$ cat src/hw/rtl/tphq_pkg.sv
// types, widths and axis codes for the triangle plane height query unit
// used by every module of the block; depends on nothing
package tphq_pkg;

  localparam int CW    = 24;           // coordinate width, signed Q12.12
  localparam int DW    = CW + 1;       // edge and offset differences
  localparam int PW    = 2 * DW;       // one edge product
  localparam int NW    = PW + 1;       // normal component
  localparam int NL_W  = NW / 2;       // low part of a split normal
  localparam int NH_W  = NW - NL_W;    // high part of a split normal
  localparam int HH_W  = NH_W + DW;    // high partial product
  localparam int LL_W  = NL_W + 1 + DW;// low partial product
  localparam int FW    = NW + DW;      // full normal times offset
  localparam int NUMW  = FW + 2;       // sum of three products
  localparam int QD    = 2;            // queue depth

  localparam logic [1:0] AXIS_Z = 2'd0;
  localparam logic [1:0] AXIS_Y = 2'd1;
  localparam logic [1:0] AXIS_X = 2'd2;
  localparam logic [1:0] AXIS_BAD = 2'd3;

  typedef logic signed [CW-1:0]   coord_t;
  typedef logic signed [DW-1:0]   diff_t;
  typedef logic signed [PW-1:0]   eprod_t;
  typedef logic signed [NW-1:0]   norm_t;
  typedef logic signed [HH_W-1:0] hh_t;
  typedef logic signed [LL_W-1:0] ll_t;
  typedef logic signed [FW-1:0]   fprod_t;
  typedef logic signed [NUMW-1:0] num_t;
  typedef logic [NUMW-1:0]        mag_t;

  typedef struct packed {
    coord_t point_x;
    coord_t point_y;
    coord_t point_z;
    coord_t first_x;
    coord_t first_y;
    coord_t first_z;
    coord_t second_x;
    coord_t second_y;
    coord_t second_z;
    coord_t third_x;
    coord_t third_y;
    coord_t third_z;
  } query_t;

  typedef struct packed {
    coord_t height;
    logic   degenerate;
    logic   saturated;
  } result_t;

  // one classified query, reordered to solved axis s and the other two i, j
  typedef struct packed {
    diff_t  ab_s;
    diff_t  ab_i;
    diff_t  ab_j;
    diff_t  ac_s;
    diff_t  ac_i;
    diff_t  ac_j;
    diff_t  d_i;
    diff_t  d_j;
    coord_t a_s;
  } entry_t;

  typedef struct packed {
    logic full;
    logic vld;
  } qstat_t;

endpackage

$ cat src/hw/rtl/tphq_front.sv
// front end: up axis register, accept, axis reorder and differences
// depends on tphq_pkg
module tphq_front (
  input  logic              clk_i,
  input  logic              rst_ni,
  input  logic              start,
  output logic              busy,
  input  tphq_pkg::query_t  cmd_i,
  input  logic              cfg_we_i,
  input  logic [1:0]        cfg_wdata_i,
  input  tphq_pkg::qstat_t  qstat_i,
  output logic              push_o,
  output tphq_pkg::entry_t  entry_o
);

  logic [1:0] axis_q, axis_d;
  tphq_pkg::coord_t p_s, p_i, p_j, a_s, a_i, a_j, b_s, b_i, b_j, c_s, c_i, c_j;

  always_comb begin
    axis_d = axis_q;
    if (cfg_we_i && (cfg_wdata_i != tphq_pkg::AXIS_BAD)) begin
      axis_d = cfg_wdata_i;
    end
  end

  always_ff @(posedge clk_i or negedge rst_ni) begin
    if (!rst_ni) begin
      axis_q <= tphq_pkg::AXIS_Y;
    end else begin
      axis_q <= axis_d;
    end
  end

  assign busy   = qstat_i.full;
  assign push_o = start && !qstat_i.full;

  // s is the solved axis, i and j follow it cyclically
  always_comb begin
    case (axis_q)
      tphq_pkg::AXIS_Z: begin
        p_s = cmd_i.point_z;  p_i = cmd_i.point_x;  p_j = cmd_i.point_y;
        a_s = cmd_i.first_z;  a_i = cmd_i.first_x;  a_j = cmd_i.first_y;
        b_s = cmd_i.second_z; b_i = cmd_i.second_x; b_j = cmd_i.second_y;
        c_s = cmd_i.third_z;  c_i = cmd_i.third_x;  c_j = cmd_i.third_y;
      end
      tphq_pkg::AXIS_X: begin
        p_s = cmd_i.point_x;  p_i = cmd_i.point_y;  p_j = cmd_i.point_z;
        a_s = cmd_i.first_x;  a_i = cmd_i.first_y;  a_j = cmd_i.first_z;
        b_s = cmd_i.second_x; b_i = cmd_i.second_y; b_j = cmd_i.second_z;
        c_s = cmd_i.third_x;  c_i = cmd_i.third_y;  c_j = cmd_i.third_z;
      end
      default: begin
        p_s = cmd_i.point_y;  p_i = cmd_i.point_z;  p_j = cmd_i.point_x;
        a_s = cmd_i.first_y;  a_i = cmd_i.first_z;  a_j = cmd_i.first_x;
        b_s = cmd_i.second_y; b_i = cmd_i.second_z; b_j = cmd_i.second_x;
        c_s = cmd_i.third_y;  c_i = cmd_i.third_z;  c_j = cmd_i.third_x;
      end
    endcase
  end

  // the point's own s coordinate does not enter the plane equation
  always_comb begin
    entry_o.ab_s = tphq_pkg::diff_t'(b_s) - tphq_pkg::diff_t'(a_s);
    entry_o.ab_i = tphq_pkg::diff_t'(b_i) - tphq_pkg::diff_t'(a_i);
    entry_o.ab_j = tphq_pkg::diff_t'(b_j) - tphq_pkg::diff_t'(a_j);
    entry_o.ac_s = tphq_pkg::diff_t'(c_s) - tphq_pkg::diff_t'(a_s);
    entry_o.ac_i = tphq_pkg::diff_t'(c_i) - tphq_pkg::diff_t'(a_i);
    entry_o.ac_j = tphq_pkg::diff_t'(c_j) - tphq_pkg::diff_t'(a_j);
    entry_o.d_i  = tphq_pkg::diff_t'(p_i) - tphq_pkg::diff_t'(a_i);
    entry_o.d_j  = tphq_pkg::diff_t'(p_j) - tphq_pkg::diff_t'(a_j);
    entry_o.a_s  = a_s ^ (p_s & '0);
  end

endmodule

$ cat config.mk
export PLATFORM = sky130hd
export DESIGN_NAME = tphq_front
export DESIGN_NICKNAME = d
export VERILOG_FILES = /design/src/hw/rtl/tphq_pkg.sv /design/src/hw/rtl/tphq_front.sv
export SDC_FILE = /design/constraint.sdc
export NUM_CORES = 1
export LEC_CHECK = 0
export ABC_AREA = 1
export BUFFER_PORTS_ARGS = -buffer_cell sky130_fd_sc_hd__buf_2
export CELL_PAD_IN_SITES_DETAIL_PLACEMENT = 1
export CELL_PAD_IN_SITES_GLOBAL_PLACEMENT = 1
export CORE_MARGIN = 3
export CORE_UTILIZATION = 38
export DETAILED_ROUTE_END_ITERATION = 16
export PLACE_DENSITY_LB_ADDON = 0.1
export SYNTH_ARGS = -nofsm -noshare
export SYNTH_HDL_FRONTEND = slang
export SYNTH_SLANG_ARGS = --single-unit
$ cat constraint.sdc
create_clock -name clk_i -period 7.15 [get_ports clk_i]
set_input_delay 0.715 -clock clk_i [delete_from_list [all_inputs] [get_ports clk_i]]
set_output_delay 0.715 -clock clk_i [all_outputs]
set_load 0.1 [all_outputs]
==> metrics <==
CTS H-Tree Depth=1; Worst path top cell family by delay=compound AO/OA/AOI/OAI gates; Final WS setup=1360 ps; synthesized area=around 18000 um2; Post-synth EDFFs=0; asr flop ratio synth=1.00; slew margin rel.=0.138; Routed wire per std cell=~23 um; Ports=around 520; combinational fraction of design power=0.990; Worst Path Max Fanout=57; initial antenna violation count=19; fin nets=between 4000 and 5000; WL final=108000 um; Iter 0 DRT Violations=between 2000 and 2500; status=finished, final reports clean; vias per cell=about 5.7; antenna viol nets, final=0; WHS=about 270 ps; yosys warns=0; hpwl dp=96100 um; ratio of cells with drive above 1 in the final layout=0.151; DIE HEIGHT=approximately 220 um; CTS Buf Count=3; Final min period=5790 ps; placer congestion estimate=1.02; CTS tree=done; Clock Latency Late Sink=roughly 220 ps; met3 Use GR=0.0595; chip width=between 200 and 250 um; Worst Skew=0 ps; Synth area leaders=nand2_1 27%, inv_1 13%, ha_1 10%, nor2_1 8.5%, a21oi_1 7.8%; largest net degree at the start of global routing=80; Core Area=roughly 47000 um2; post-CTS sizing=0; P per Cell Area=about 550 nW/um2; Critical Path Source Type=flop; post-route cell area=roughly 21000 um2; sequential power share=0.003; Reg clk slew, reported paths=30 ps; Seq/Total Area, Yosys=0.00284; Clk network pwr share=0.008; peak supply drop=just under 0.9 mV; residual DRC count=0; Synth Register Bits=2; hold_buf cts=0; FMAX=between 0.15 and 0.2 GHz; slowest cell on the critical path=a221oi_2; MaxCap Viol Count=0; RSZ-0062 raised after global routing=no; Area Growth Syn to Fin=18.7%; Most used DFF post-synth=dfstp_2; Buf+Inv Stages, Crit Path=2; max incr delay on CP=930 ps; switching share of power=0.821; setup bufs post-CTS=0; first-pass GRT wire length=156000 um; Core Rows=just under 80; dpl cell area=between 20000 and 25000 um2; GR peak layer=met2; Post-Syn Nets=4157; Leak Pwr=0.0131 uW; die footprint=roughly 50000 um2; DR vias=approximately 27000; Sw Pwr=9600 uW; Yosys cell types=47; Congestion Overflow GR=0; final hold vios=0; max FFs per register=2; CP endpoint kind=primary output; internal power=roughly 2100 uW; clock sink count=2; Req. time, crit path=around 6400 ps; WP data arrival=5080 ps; WS Path Type=flop to primary output; Mapped Cells=between 3000 and 4000; overall power=around 12000 uW; most numerous cell in the Yosys netlist=nand2_1; dominant cell type by area after synthesis=nand2_1; Tightest Pin Transition=about 1300 ps; Setup Total Neg Slack=0 ps; crit path cell chain=inv_6, nand2_4, nor2_1, a221oi_2, ha_1, a21o_1, a31oi_1, a21boi_0, nand4_1, nand2_1, buf_2; biggest regs=axis_q x2; DRT Pass-1 Iters=5; most common library cells after synthesis=1306 x nand2_1, 605 x inv_1, 409 x nor2_1; Biggest register=axis_q; final setup fails=0; Initial Utilization=0.386; global-route usage over all layers=0.407; mean post-synth cell area=4.86 um2; Tcrit/Tclk final=0.810; Final Slew Violations=0; via count of the first global-routing pass=between 20000 and 30000; met2 usage=0.661; Root Buffer=clkbuf_16; HP Class=primary input to async pin; Placement Setup Slack=between 1500 and 2000 ps; Clock Path Buffers=2; port bufs=520; Yosys top cell area share=0.272; filler cell count=about 7300; met1 Resource Use GR=0.517
-- kinds of logic after synthesis --
group | count (synthesis) | synth area share
simple gates | 2105 | 0.478
xor+xnor | 141 | 0.0685
flops | 2 | 0.00284
fa+ha+maj | 146 | 0.102
buf+inv | 718 | 0.156
compound gates | 603 | 0.193
-- cells in the final DEF (no fill, tap or decap), drive strengths merged, types with 7 or more instances in the layout --
master	Yosys	final
a31oi	13	13
o22ai	125	125
a221oi	22	22
diode	0	9
o221ai	12	12
nand2	1316	1316
buf	63	556
nor3	47	47
nand4	56	56
o21ai	90	90
nand3	247	247
o21a	9	9
a21oi	283	283
o21bai	22	22
nor2	423	423
xnor2	35	35
inv	623	623
and3	11	11
xor2	106	106
ha	144	144
a21o	7	7
a211oi	7	7
-- layer usage --
metal  part of all wire  up-vias
met5            0.00069        -
met2               0.44     1174
met3              0.078      242
met4              0.069       10
met1               0.41    12900
li1                   -    12900
-- area by class of cell --
cell class | instances | area (um2) | share of cell area
antenna | 9 | 22.5 | 0.00105
clock buffer | 4 | 78.8 | 0.00368
tap | 607 | 759 | 0.0355
timing repair buffer | 556 | 2920 | 0.137
sequential | 2 | 56.3 | 0.00263
inverter | 624 | 2350 | 0.110
multi-input combinational | 2995 | 15200 | 0.711
-- final timing paths --
kind | from | endpoint | slack (ps) | depth (start not counted)
min in group clk_i | cfg_wdata_i[0] | axis_q[0] | 770 | 3
worst max-delay path | axis_q[0] | entry_o[92] | 1360 | 11
worst min-delay path | rst_ni | axis_q[1] | 270 | 1
worst min register to register | axis_q[0] | axis_q[0] | 840 | 2
worst max register to register | axis_q[0] | axis_q[0] | 5960 | 2
max in group asynchronous | rst_ni | axis_q[0] | 6700 | 1
-- stage by stage --
step | instances | util
3_5_place_dp | 4784 | 0.456
3_3_place_gp | 4784 | 0.456
4_1_cts | 4788 | 0.457
6_report | 4797 | 0.458
2_1_floorplan | 3715 | -
5_1_grt | 4792 | 0.458
-- power groups by stage --
stage | Sequential (uW) | Clock, uW | Combinational [uW]
2_1_floorplan | 13.8 | 0 | 9010
3_3_place_gp | 29.4 | 0 | 11400
3_5_place_dp | 29.5 | 0 | 11400
4_1_cts | 29.4 | 88.3 | 11400
5_1_grt | 30.3 | 89.3 | 12000
6_report | 30.2 | 88.6 | 11600
Power figures use the tool's default switching activity.
