**src/hw/rtl/tphq_pkg.sv**
```systemverilog
// types, widths and axis codes for the triangle plane height query unit
// used by every module of the block; depends on nothing
package tphq_pkg;

  localparam int CW    = 24;           // coordinate width, signed Q12.12
  localparam int DW    = CW + 1;       // edge and offset differences
  localparam int PW    = 2 * DW;       // one edge product
  localparam int NW    = PW + 1;       // normal component
  localparam int NL_W  = NW / 2;       // low part of a split normal
  localparam int NH_W  = NW - NL_W;    // high part of a split normal
  localparam int HH_W  = NH_W + DW;    // high partial product
  localparam int LL_W  = NL_W + 1 + DW;// low partial product
  localparam int FW    = NW + DW;      // full normal times offset
  localparam int NUMW  = FW + 2;       // sum of three products
  localparam int QD    = 2;            // queue depth

  localparam logic [1:0] AXIS_Z = 2'd0;
  localparam logic [1:0] AXIS_Y = 2'd1;
  localparam logic [1:0] AXIS_X = 2'd2;
  localparam logic [1:0] AXIS_BAD = 2'd3;

  typedef logic signed [CW-1:0]   coord_t;
  typedef logic signed [DW-1:0]   diff_t;
  typedef logic signed [PW-1:0]   eprod_t;
  typedef logic signed [NW-1:0]   norm_t;
  typedef logic signed [HH_W-1:0] hh_t;
  typedef logic signed [LL_W-1:0] ll_t;
  typedef logic signed [FW-1:0]   fprod_t;
  typedef logic signed [NUMW-1:0] num_t;
  typedef logic [NUMW-1:0]        mag_t;

  typedef struct packed {
    coord_t point_x;
    coord_t point_y;
    coord_t point_z;
    coord_t first_x;
    coord_t first_y;
    coord_t first_z;
    coord_t second_x;
    coord_t second_y;
    coord_t second_z;
    coord_t third_x;
    coord_t third_y;
    coord_t third_z;
  } query_t;

  typedef struct packed {
    coord_t height;
    logic   degenerate;
    logic   saturated;
  } result_t;

  // one classified query, reordered to solved axis s and the other two i, j
  typedef struct packed {
    diff_t  ab_s;
    diff_t  ab_i;
    diff_t  ab_j;
    diff_t  ac_s;
    diff_t  ac_i;
    diff_t  ac_j;
    diff_t  d_i;
    diff_t  d_j;
    coord_t a_s;
  } entry_t;

  typedef struct packed {
    logic full;
    logic vld;
  } qstat_t;

endpackage

```
**src/hw/rtl/tphq_queue.sv**
```systemverilog
// short queue between front and back end, drained every cycle it holds data
// depends on tphq_pkg
module tphq_queue (
  input  logic              clk_i,
  input  logic              rst_ni,
  input  logic              push_i,
  input  tphq_pkg::entry_t  data_i,
  output tphq_pkg::qstat_t  qstat_o,
  output tphq_pkg::entry_t  data_o
);

  tphq_pkg::entry_t mem_q [tphq_pkg::QD];
  logic wr_q, wr_d, rd_q, rd_d;
  logic [1:0] cnt_q, cnt_d;
  logic pop;

  assign pop          = (cnt_q != 2'd0);
  assign qstat_o.vld  = pop;
  assign qstat_o.full = (cnt_q == 2'(tphq_pkg::QD));
  assign data_o       = mem_q[rd_q];

  always_comb begin
    wr_d  = push_i ? !wr_q : wr_q;
    rd_d  = pop ? !rd_q : rd_q;
    cnt_d = cnt_q + 2'(push_i) - 2'(pop);
  end

  always_ff @(posedge clk_i or negedge rst_ni) begin
    if (!rst_ni) begin
      wr_q  <= 1'b0;
      rd_q  <= 1'b0;
      cnt_q <= 2'd0;
    end else begin
      wr_q  <= wr_d;
      rd_q  <= rd_d;
      cnt_q <= cnt_d;
    end
  end

  always_ff @(posedge clk_i) begin
    if (push_i) begin
      mem_q[wr_q] <= data_i;
    end
  end

endmodule

```
**config.mk**
```make
export PLATFORM = sky130hd
export DESIGN_NAME = tphq_queue
export DESIGN_NICKNAME = d
export VERILOG_FILES = /design/src/hw/rtl/tphq_pkg.sv /design/src/hw/rtl/tphq_queue.sv
export SDC_FILE = /design/constraint.sdc
export NUM_CORES = 1
export LEC_CHECK = 0
export BUFFER_PORTS_ARGS = -buffer_cell sky130_fd_sc_hd__buf_2
export CORE_AREA = 2 2 188 190
export DETAILED_ROUTE_END_ITERATION = 6
export DIE_AREA = 0 0 190 192
export PLACE_DENSITY = 0.79
export SLEW_MARGIN = 10
export SYNTH_ARGS = -nofsm -noshare
export SYNTH_HDL_FRONTEND = slang
export SYNTH_SLANG_ARGS = --single-unit
```
**constraint.sdc**
```tcl
create_clock -name clk_i -period 34 [get_ports clk_i]
set_clock_uncertainty 0.2 [all_clocks]
set_input_delay 10.2 -clock clk_i [delete_from_list [all_inputs] [get_ports clk_i]]
set_output_delay 10.2 -clock clk_i [all_outputs]
set_load 0.01 [all_outputs]
```
==> impl_results.md, run 1 <==
- Status: completed
- Total Power: 1.78 mW
- Final Non-Filler Cells: 1686
- Cell taking the most area after synthesis: edfxtp_1
- Post-route DRC: 0
- Syn_nets: 940
- Initial Util: between 40% and 50%
- Clk slew on worst S/H paths: 0.06 ns
- Clock buffer depth: 3
- Hold buffers post-CTS: 0
- Die area: 36500 um2
- CTS tree: built
- Top-area cell type share of the netlist area: 79.3%
- Final nets: around 1400
- # clock sinks: 452
- Post-Syn Area: 17000 um2
- RSZ-0062 raised after global routing: no
- RD Place Congestion: roughly 0.9
- Post-route cell area: ~21000 um2
- # setup viols final: 0
- Largest fanout on the critical path: just under 70
- Number of nets with antenna violations after routing: 0
- CTS resizes: 0
- Flops & latches, synth: 452
- Met2 usage: 31.5%
- Period utilization: 42.2%
- Arrival @ worst endpoint: about 4 ns
- Post-synthesis adder-cell area fraction: less than 1%
- Area after DPL: 19600 um2
- Core area: between 30000 and 40000 um2
- Vias per Instance: 4.99
- Fmax: 0.0696 GHz
- Vias in the first global route: 8644
- Critical path type: flip-flop to output port
- GRT Total Usage: 17.9%
- Worst setup SP type: flip-flop
- Final WL: 34.4 mm
- Worst rel slew slack: 26.3%
- M1 GR Usage: between 20% and 30%
- Slew Viols, Final: 0
- Top FF cell, synth: edfxtp_1
- Mean Syn Cell Area: between 20 and 25 um2
- Via Count: about 8400
- DR pass1 iterations: 4
- Share of cells above drive strength 1: 60.9%
- Setup bufs post-CTS: 0
- Initial DRC count: just over 500
- Count leader, synth: edfxtp_1
- Worst slew pin tran: 1.11 ns
- H-tree depth: 2
- Number of port buffers: 452
- Worst skew pair latency: 0.54 ns
- Reg2Reg Setup Slack: 30.66 ns
- CTS buffer count: 45
- Synth warn: 0
- Largest net degree at the start of global routing: 80
- Largest cells by area after synthesis: edfxtp_1, mux2_4, mux2_2
- # fillers: 2397
- Placed Instances: 1602
- Die W: 190 um
- Gr busiest metal: met2
- Initial antenna violation count: 8
- Die H: roughly 190 um
- I/O Pins: 453
- Largest family of logic cells by synthesized area: multiplexers
- Number of synthesized flops with an enable pin: 448
- Worst hold path class: flip-flop to flip-flop
- Endpoint class of the critical path: output port
- Worst Path Required: 23.60 ns
- Tmin final: 14.36 ns
- Lkg Pwr: 8.32 nW
- Peak supply drop: 0.0684 mV
- Total of max-cap violations: 0
- PwrDens: approximately 84 nW/um2
- Dpl hpwl: 23.6 mm
- Yosys cell types: 14
- Row count: 68
- Post-synthesis instance total: 712
- Avg WL per Cell: 20.4 um
- Seq/Total Area, Yosys: 79.9%
- CTS root buf: clkbuf_16
- First-pass GRT wire length: 49.0 mm
- Leading cell types by count after synthesis: edfxtp_1, mux2_4, mux2_2
- Ys async rst share: 0.885%
- Post-synthesis xor/xnor area fraction: 0.155%
- Area Growth Syn to Fin: 24.1%
- Total congestion overflow: 0
- GR Util met3: 5.52%
- Compound-gate portion of the synthesized area: 0%
- Setup TNS: 0 ns
- Synth Area in Simple Gates: 0.207%
- Post-synthesis mux area share: 18.2%
- Final Hold Vio Count: 0
per-stage QoR:
| stage | hold slack (ns) | utilization [%] | setup slack [ns] |
|---|---|---|---|
| 4_1_cts | 0.352 | 61.3 | 19.59 |
| 6_report | 0.358 | 61.4 | 19.64 |
| 3_3_place_gp | 0.332 | 57.2 | 20.22 |
| 3_5_place_dp | 0.342 | 57.2 | 20.18 |
| 2_1_floorplan | 0.255 | - | 13.11 |
| 5_1_grt | 0.394 | 61.4 | 19.43 |
cells by family (layout without fill, tap and decap cells):
logic type    after synthesis  in the layout
fa+ha+maj                   1              1
other cells                 0              6
mux                       224            224
flops                     452            452
xor+xnor                    3              3
buf+inv                    26            539
simple gates                6              6
power breakdown:
group	internal, mW	switching, mW	leakage [nW]
clock network	0.280	0.192	0.677
registers	0.740	0.0433	4.25
logic	0.259	0.261	3.39
routing by layer:
metal	routed length, um	vias to the layer above
li1	-	3823
met5	27	-
met2	17800	360
met4	996	4
met1	12900	4151
met3	2680	71
layout make-up:
type                            instances  area (um2)  area share (%)
Antenna cell                            6        15.0          0.0713
Clock buffer                           53        1160            5.49
Timing Repair Buffer                  461        2330            11.1
Tap cell                              455         569            2.70
Clock inverter                         25         250            1.19
Sequential cell                       452       13600            64.4
Multi-Input combinational cell        234        3170            15.1
cell usage in the layout, fill, tap and decap left out:
master	Yosys	layout
clkinv_1	0	13
dfrtp_4	0	1
inv_6	0	3
clkinv_2	0	2
mux2_4	150	150
xnor2_1	1	1
clkbuf_1	0	8
bufinv_16	0	5
ha_1	1	1
clkbuf_16	0	45
and2_4	0	1
nor2b_4	0	1
nand2_1	1	1
dfrtp_1	4	3
buf_4	1	9
xor2_1	2	2
diode_2	0	6
clkinvlp_4	0	2
edfxtp_1	448	448
buf_2	7	452
mux2_2	74	74
or2_2	1	1
nor2b_1	3	2
path summary, 6_finish.rpt:
check                          endpoint  cells past startpoint    from
max                         data_o[104]                      4    rd_q
min                                wr_q                      1    wr_q
max reg2reg                mem_q[0][70]                      3    wr_q
min reg2reg                        wr_q                      1    wr_q
max in group asynchronous          rd_q                      1  rst_ni
min in group asynchronous          wr_q                      1  rst_ni
worst max-delay path, cell delays in order (launching register included):
cell	delay (ns)
dfrtp_4	1.10
buf_4	0.85
buf_4	0.81
mux2_4	0.36
buf_2	0.14
registers in the layout (all words and copies together), names as in the netlist:
signal,count
wr_q,1
cnt_q,2
rd_q,1
mem_q,448
Note: power is estimated with default switching activity, not from simulation.
==> run 2: changes to the inputs <==
--- a/config.mk
+++ b/config.mk
@@ -5,11 +5,12 @@
 export SDC_FILE = /design/constraint.sdc
 export NUM_CORES = 1
 export LEC_CHECK = 0
+export ABC_AREA = 1
 export BUFFER_PORTS_ARGS = -buffer_cell sky130_fd_sc_hd__buf_2
-export CORE_AREA = 2 2 188 190
+export CORE_AREA = 2 2 185 187
 export DETAILED_ROUTE_END_ITERATION = 6
-export DIE_AREA = 0 0 190 192
-export PLACE_DENSITY = 0.79
+export DIE_AREA = 0 0 187 189
+export PLACE_DENSITY = 0.8
 export SLEW_MARGIN = 10
 export SYNTH_ARGS = -nofsm -noshare
 export SYNTH_HDL_FRONTEND = slang
==> constraint.sdc (replaced) <==
create_clock -name clk_i -period 14.15 [get_ports clk_i]
set_clock_uncertainty 0.2 [all_clocks]
set_input_delay 4.245 -clock clk_i [delete_from_list [all_inputs] [get_ports clk_i]]
set_output_delay 4.245 -clock clk_i [all_outputs]
set_load 0.01 [all_outputs]
==> run 2 against run 1 <==
- sequential power grew 130%
- global-route usage grew 2.5 points
- cell count grew 27%
- sequential share of layout area grew 1.4 points
- worst hold slack gained 0.038 ns
- register-to-register slack lost 20 ns
- via count grew 25%
- core utilization grew 0.55 points
- area after synthesis shrank 2.6%
- wire length grew 7.5%
- clock-buffer cell count grew 7
- final area shrank 2.1%
- critical path type unchanged
- largest power group unchanged
==> impl_results.md, run 2 <==
- Vias in the first global route: about 10000
- Die H: 189 um
- Post-route cell area: 20600 um2
- Slew Viols, Final: 0
- Status: completed
- Total congestion overflow: 0
- Largest cells by area after synthesis: edfxtp_1, nand2_1, buf_6
- DR pass1 iterations: 6
- Number of port buffers: 452
- Period utilization: between 50% and 60%
- Post-route DRC: 0
- # setup viols final: 0
- Area Growth Syn to Fin: 24.8%
- Seq pwr share: 49.9%
- Reg2reg end: mem_q[0][80]
- Final Hold Vio Count: 0
- Hold WS: ~0.40 ns
- GRT Total Usage: 20.4%
- Core area: 33300 um2
- Top Registers: mem_q (448), cnt_q (2)
- Most frequent cells in the layout: nand2_1, buf_2, edfxtp_1
- Top FF cell, synth: edfxtp_1
- Fmax: 0.126 GHz
- Number of synthesized flops with an enable pin: 448
- Total Power: 3.69 mW
- Via Count: 10539
- Hold buffers post-CTS: 0
- Reg-to-reg startpoint: wr_q
- Worst skew pair latency: 0.55 ns
- Worst rel slew slack: 23.2%
- Max reg flops: 448
- Initial antenna violation count: 11
- Cell count of the worst reg-to-reg path: 3
- Final nets: between 1500 and 2000
- Final WL: around 37 mm
- Largest fanout on the critical path: 133
- Initial Util: 49.6%
- Critical path type: flip-flop to output port
- Largest net degree at the start of global routing: 134
- Dpl hpwl: 23.6 mm
- Yosys cell types: 14
- Post-Syn Area: between 15000 and 20000 um2
- Top reg by flops: mem_q
- Setup TNS: 0 ns
- I/O Pins: between 400 and 500
- Row count: 67
- Comb power frac: approximately 18%
- Lkg Pwr: ~9 nW
- Die W: between 150 and 200 um
- Hold_sp: cnt_q[1]
- CTS resizes: 0
- Clock buffer depth: 3
- Pint: 2.69 mW
- Total of max-cap violations: 0
- Worst Path Required: 9.70 ns
- Number of nets with antenna violations after routing: 0
- Leading cell types by count after synthesis: nand2_1, edfxtp_1, buf_2
- RD Place Congestion: 0.812
- First-pass GRT wire length: 55.7 mm
- Count leader, synth: nand2_1
- Area after DPL: approximately 19000 um2
- Initial DRC count: 768
- Hold EP: rd_q
- Setup bufs post-CTS: 0
- Register area: 13600 um2
- Mean Syn Cell Area: 13.8 um2
- Tmin final: 7.93 ns
- Avg WL per Cell: about 17 um
- Synth warn: 0
- Share of cells above drive strength 1: 31.6%
- Syn_nets: about 1400
- Most common cell after layout, fill and taps aside: nand2_1
- Worst hold path class: flip-flop to flip-flop
- Top-area cell type share of the netlist area: 81.4%
- RSZ-0062 raised after global routing: no
- Worst slew pin tran: 1.15 ns
- Hold Path Depth: 2
- CTS buffer count: 46
- Arrival @ worst endpoint: about 3.5 ns
- # fillers: 2460
- Cell taking the most area after synthesis: edfxtp_1
- H-tree depth: 2
- # clock sinks: ~450
- Clk slew on worst S/H paths: 0.06 ns
- Multi-input logic area: 2600 um2
- Reg2Reg Setup Slack: between 10 and 15 ns
- Switching part of the total: 27.3%
- PwrDens: 179 nW/um2
- Worst setup SP type: flip-flop
- Post-synthesis instance total: 1193
- Ys async rst share: 0.885%
- Endpoint class of the critical path: output port
- CTS tree: built
- Die area: 35300 um2
- CTS root buf: clkbuf_16
- Flops & latches, synth: between 400 and 500
- Vias per Instance: 4.92
- Switching Power: 1.01 mW
- Seq/Total Area, Yosys: about 80%
- Clock power frac: between 30% and 40%
- Peak supply drop: 0.183 mV
-- run 2: through the flow --
step                utilization (%)  setup slack, ns  instances
floorplan                         -             3.40       1193
finish                         61.9             6.22       2143
CTS                            61.9             6.10       2135
detailed placement             57.3             6.58       2051
global route                   61.9             5.89       2141
global placement               57.3             6.66       2051
-- run 2: worst max-delay path by stage --
stage | from | endpoint | slack, ns | depth (start not counted)
after CTS | rd_q | data_o[207] | 6.10 | 5
after global placement | push_i | mem_q[0][101] | 6.66 | 5
final | rd_q | data_o[181] | 6.22 | 5
after global routing | rd_q | data_o[78] | 5.89 | 5
after detailed placement | push_i | mem_q[0][98] | 6.58 | 5
after floorplan | push_i | mem_q[0][0] | 3.40 | 2
-- run 2: worst max-delay path, stage by stage, from the launching register on --
cell and delay (ns):
dfrtp_4 0.75, inv_6 0.77, buf_4 0.89, nand2_1 0.13
nand2_1 0.13, buf_2 0.14
-- run 2: logic make-up (layout without fill, tap and decap cells) --
logic type	count (synthesis)	count (layout)	share of synthesized area (%)
AND/OR/NAND/NOR	683	683	15.5
buffers and inverters	55	549	2.27
other	0	8	0
flip-flops	452	452	82.0
XOR/XNOR	1	1	0.0530
AO/OA/AOI/OAI	1	1	0.0303
adder cells (fa/ha/maj)	1	1	0.0757
-- run 2: cell type report --
class / count / share of cell area, %
sequential: 452 / 65.8
clock inverter: 24 / 1.13
antenna: 8 / 0.0971
inverter: 5 / 0.152
clock buffer: 60 / 6.25
tap: 448 / 2.72
timing repair buffer: 460 / 11.3
multi-input combinational: 686 / 12.6
-- run 2: metal layers --
layer	vias to the layer above	part of all wire, %	GRT usage [%]
li1	4975	-	-
met1	4976	37	24.2
met2	494	50	34.8
met3	88	9.2	6.54
met4	6	3.5	8.09
met5	-	0.11	0
-- run 2: power groups by stage --
stage | Combinational (mW) | Sequential [mW] | Clock (mW)
after floorplan | 0.377 | 1.90 | 0
after global placement | 0.642 | 1.86 | 0
after detailed placement | 0.654 | 1.87 | 0
after CTS | 0.657 | 1.84 | 1.22
after global routing | 0.714 | 1.86 | 1.27
final | 0.649 | 1.84 | 1.20
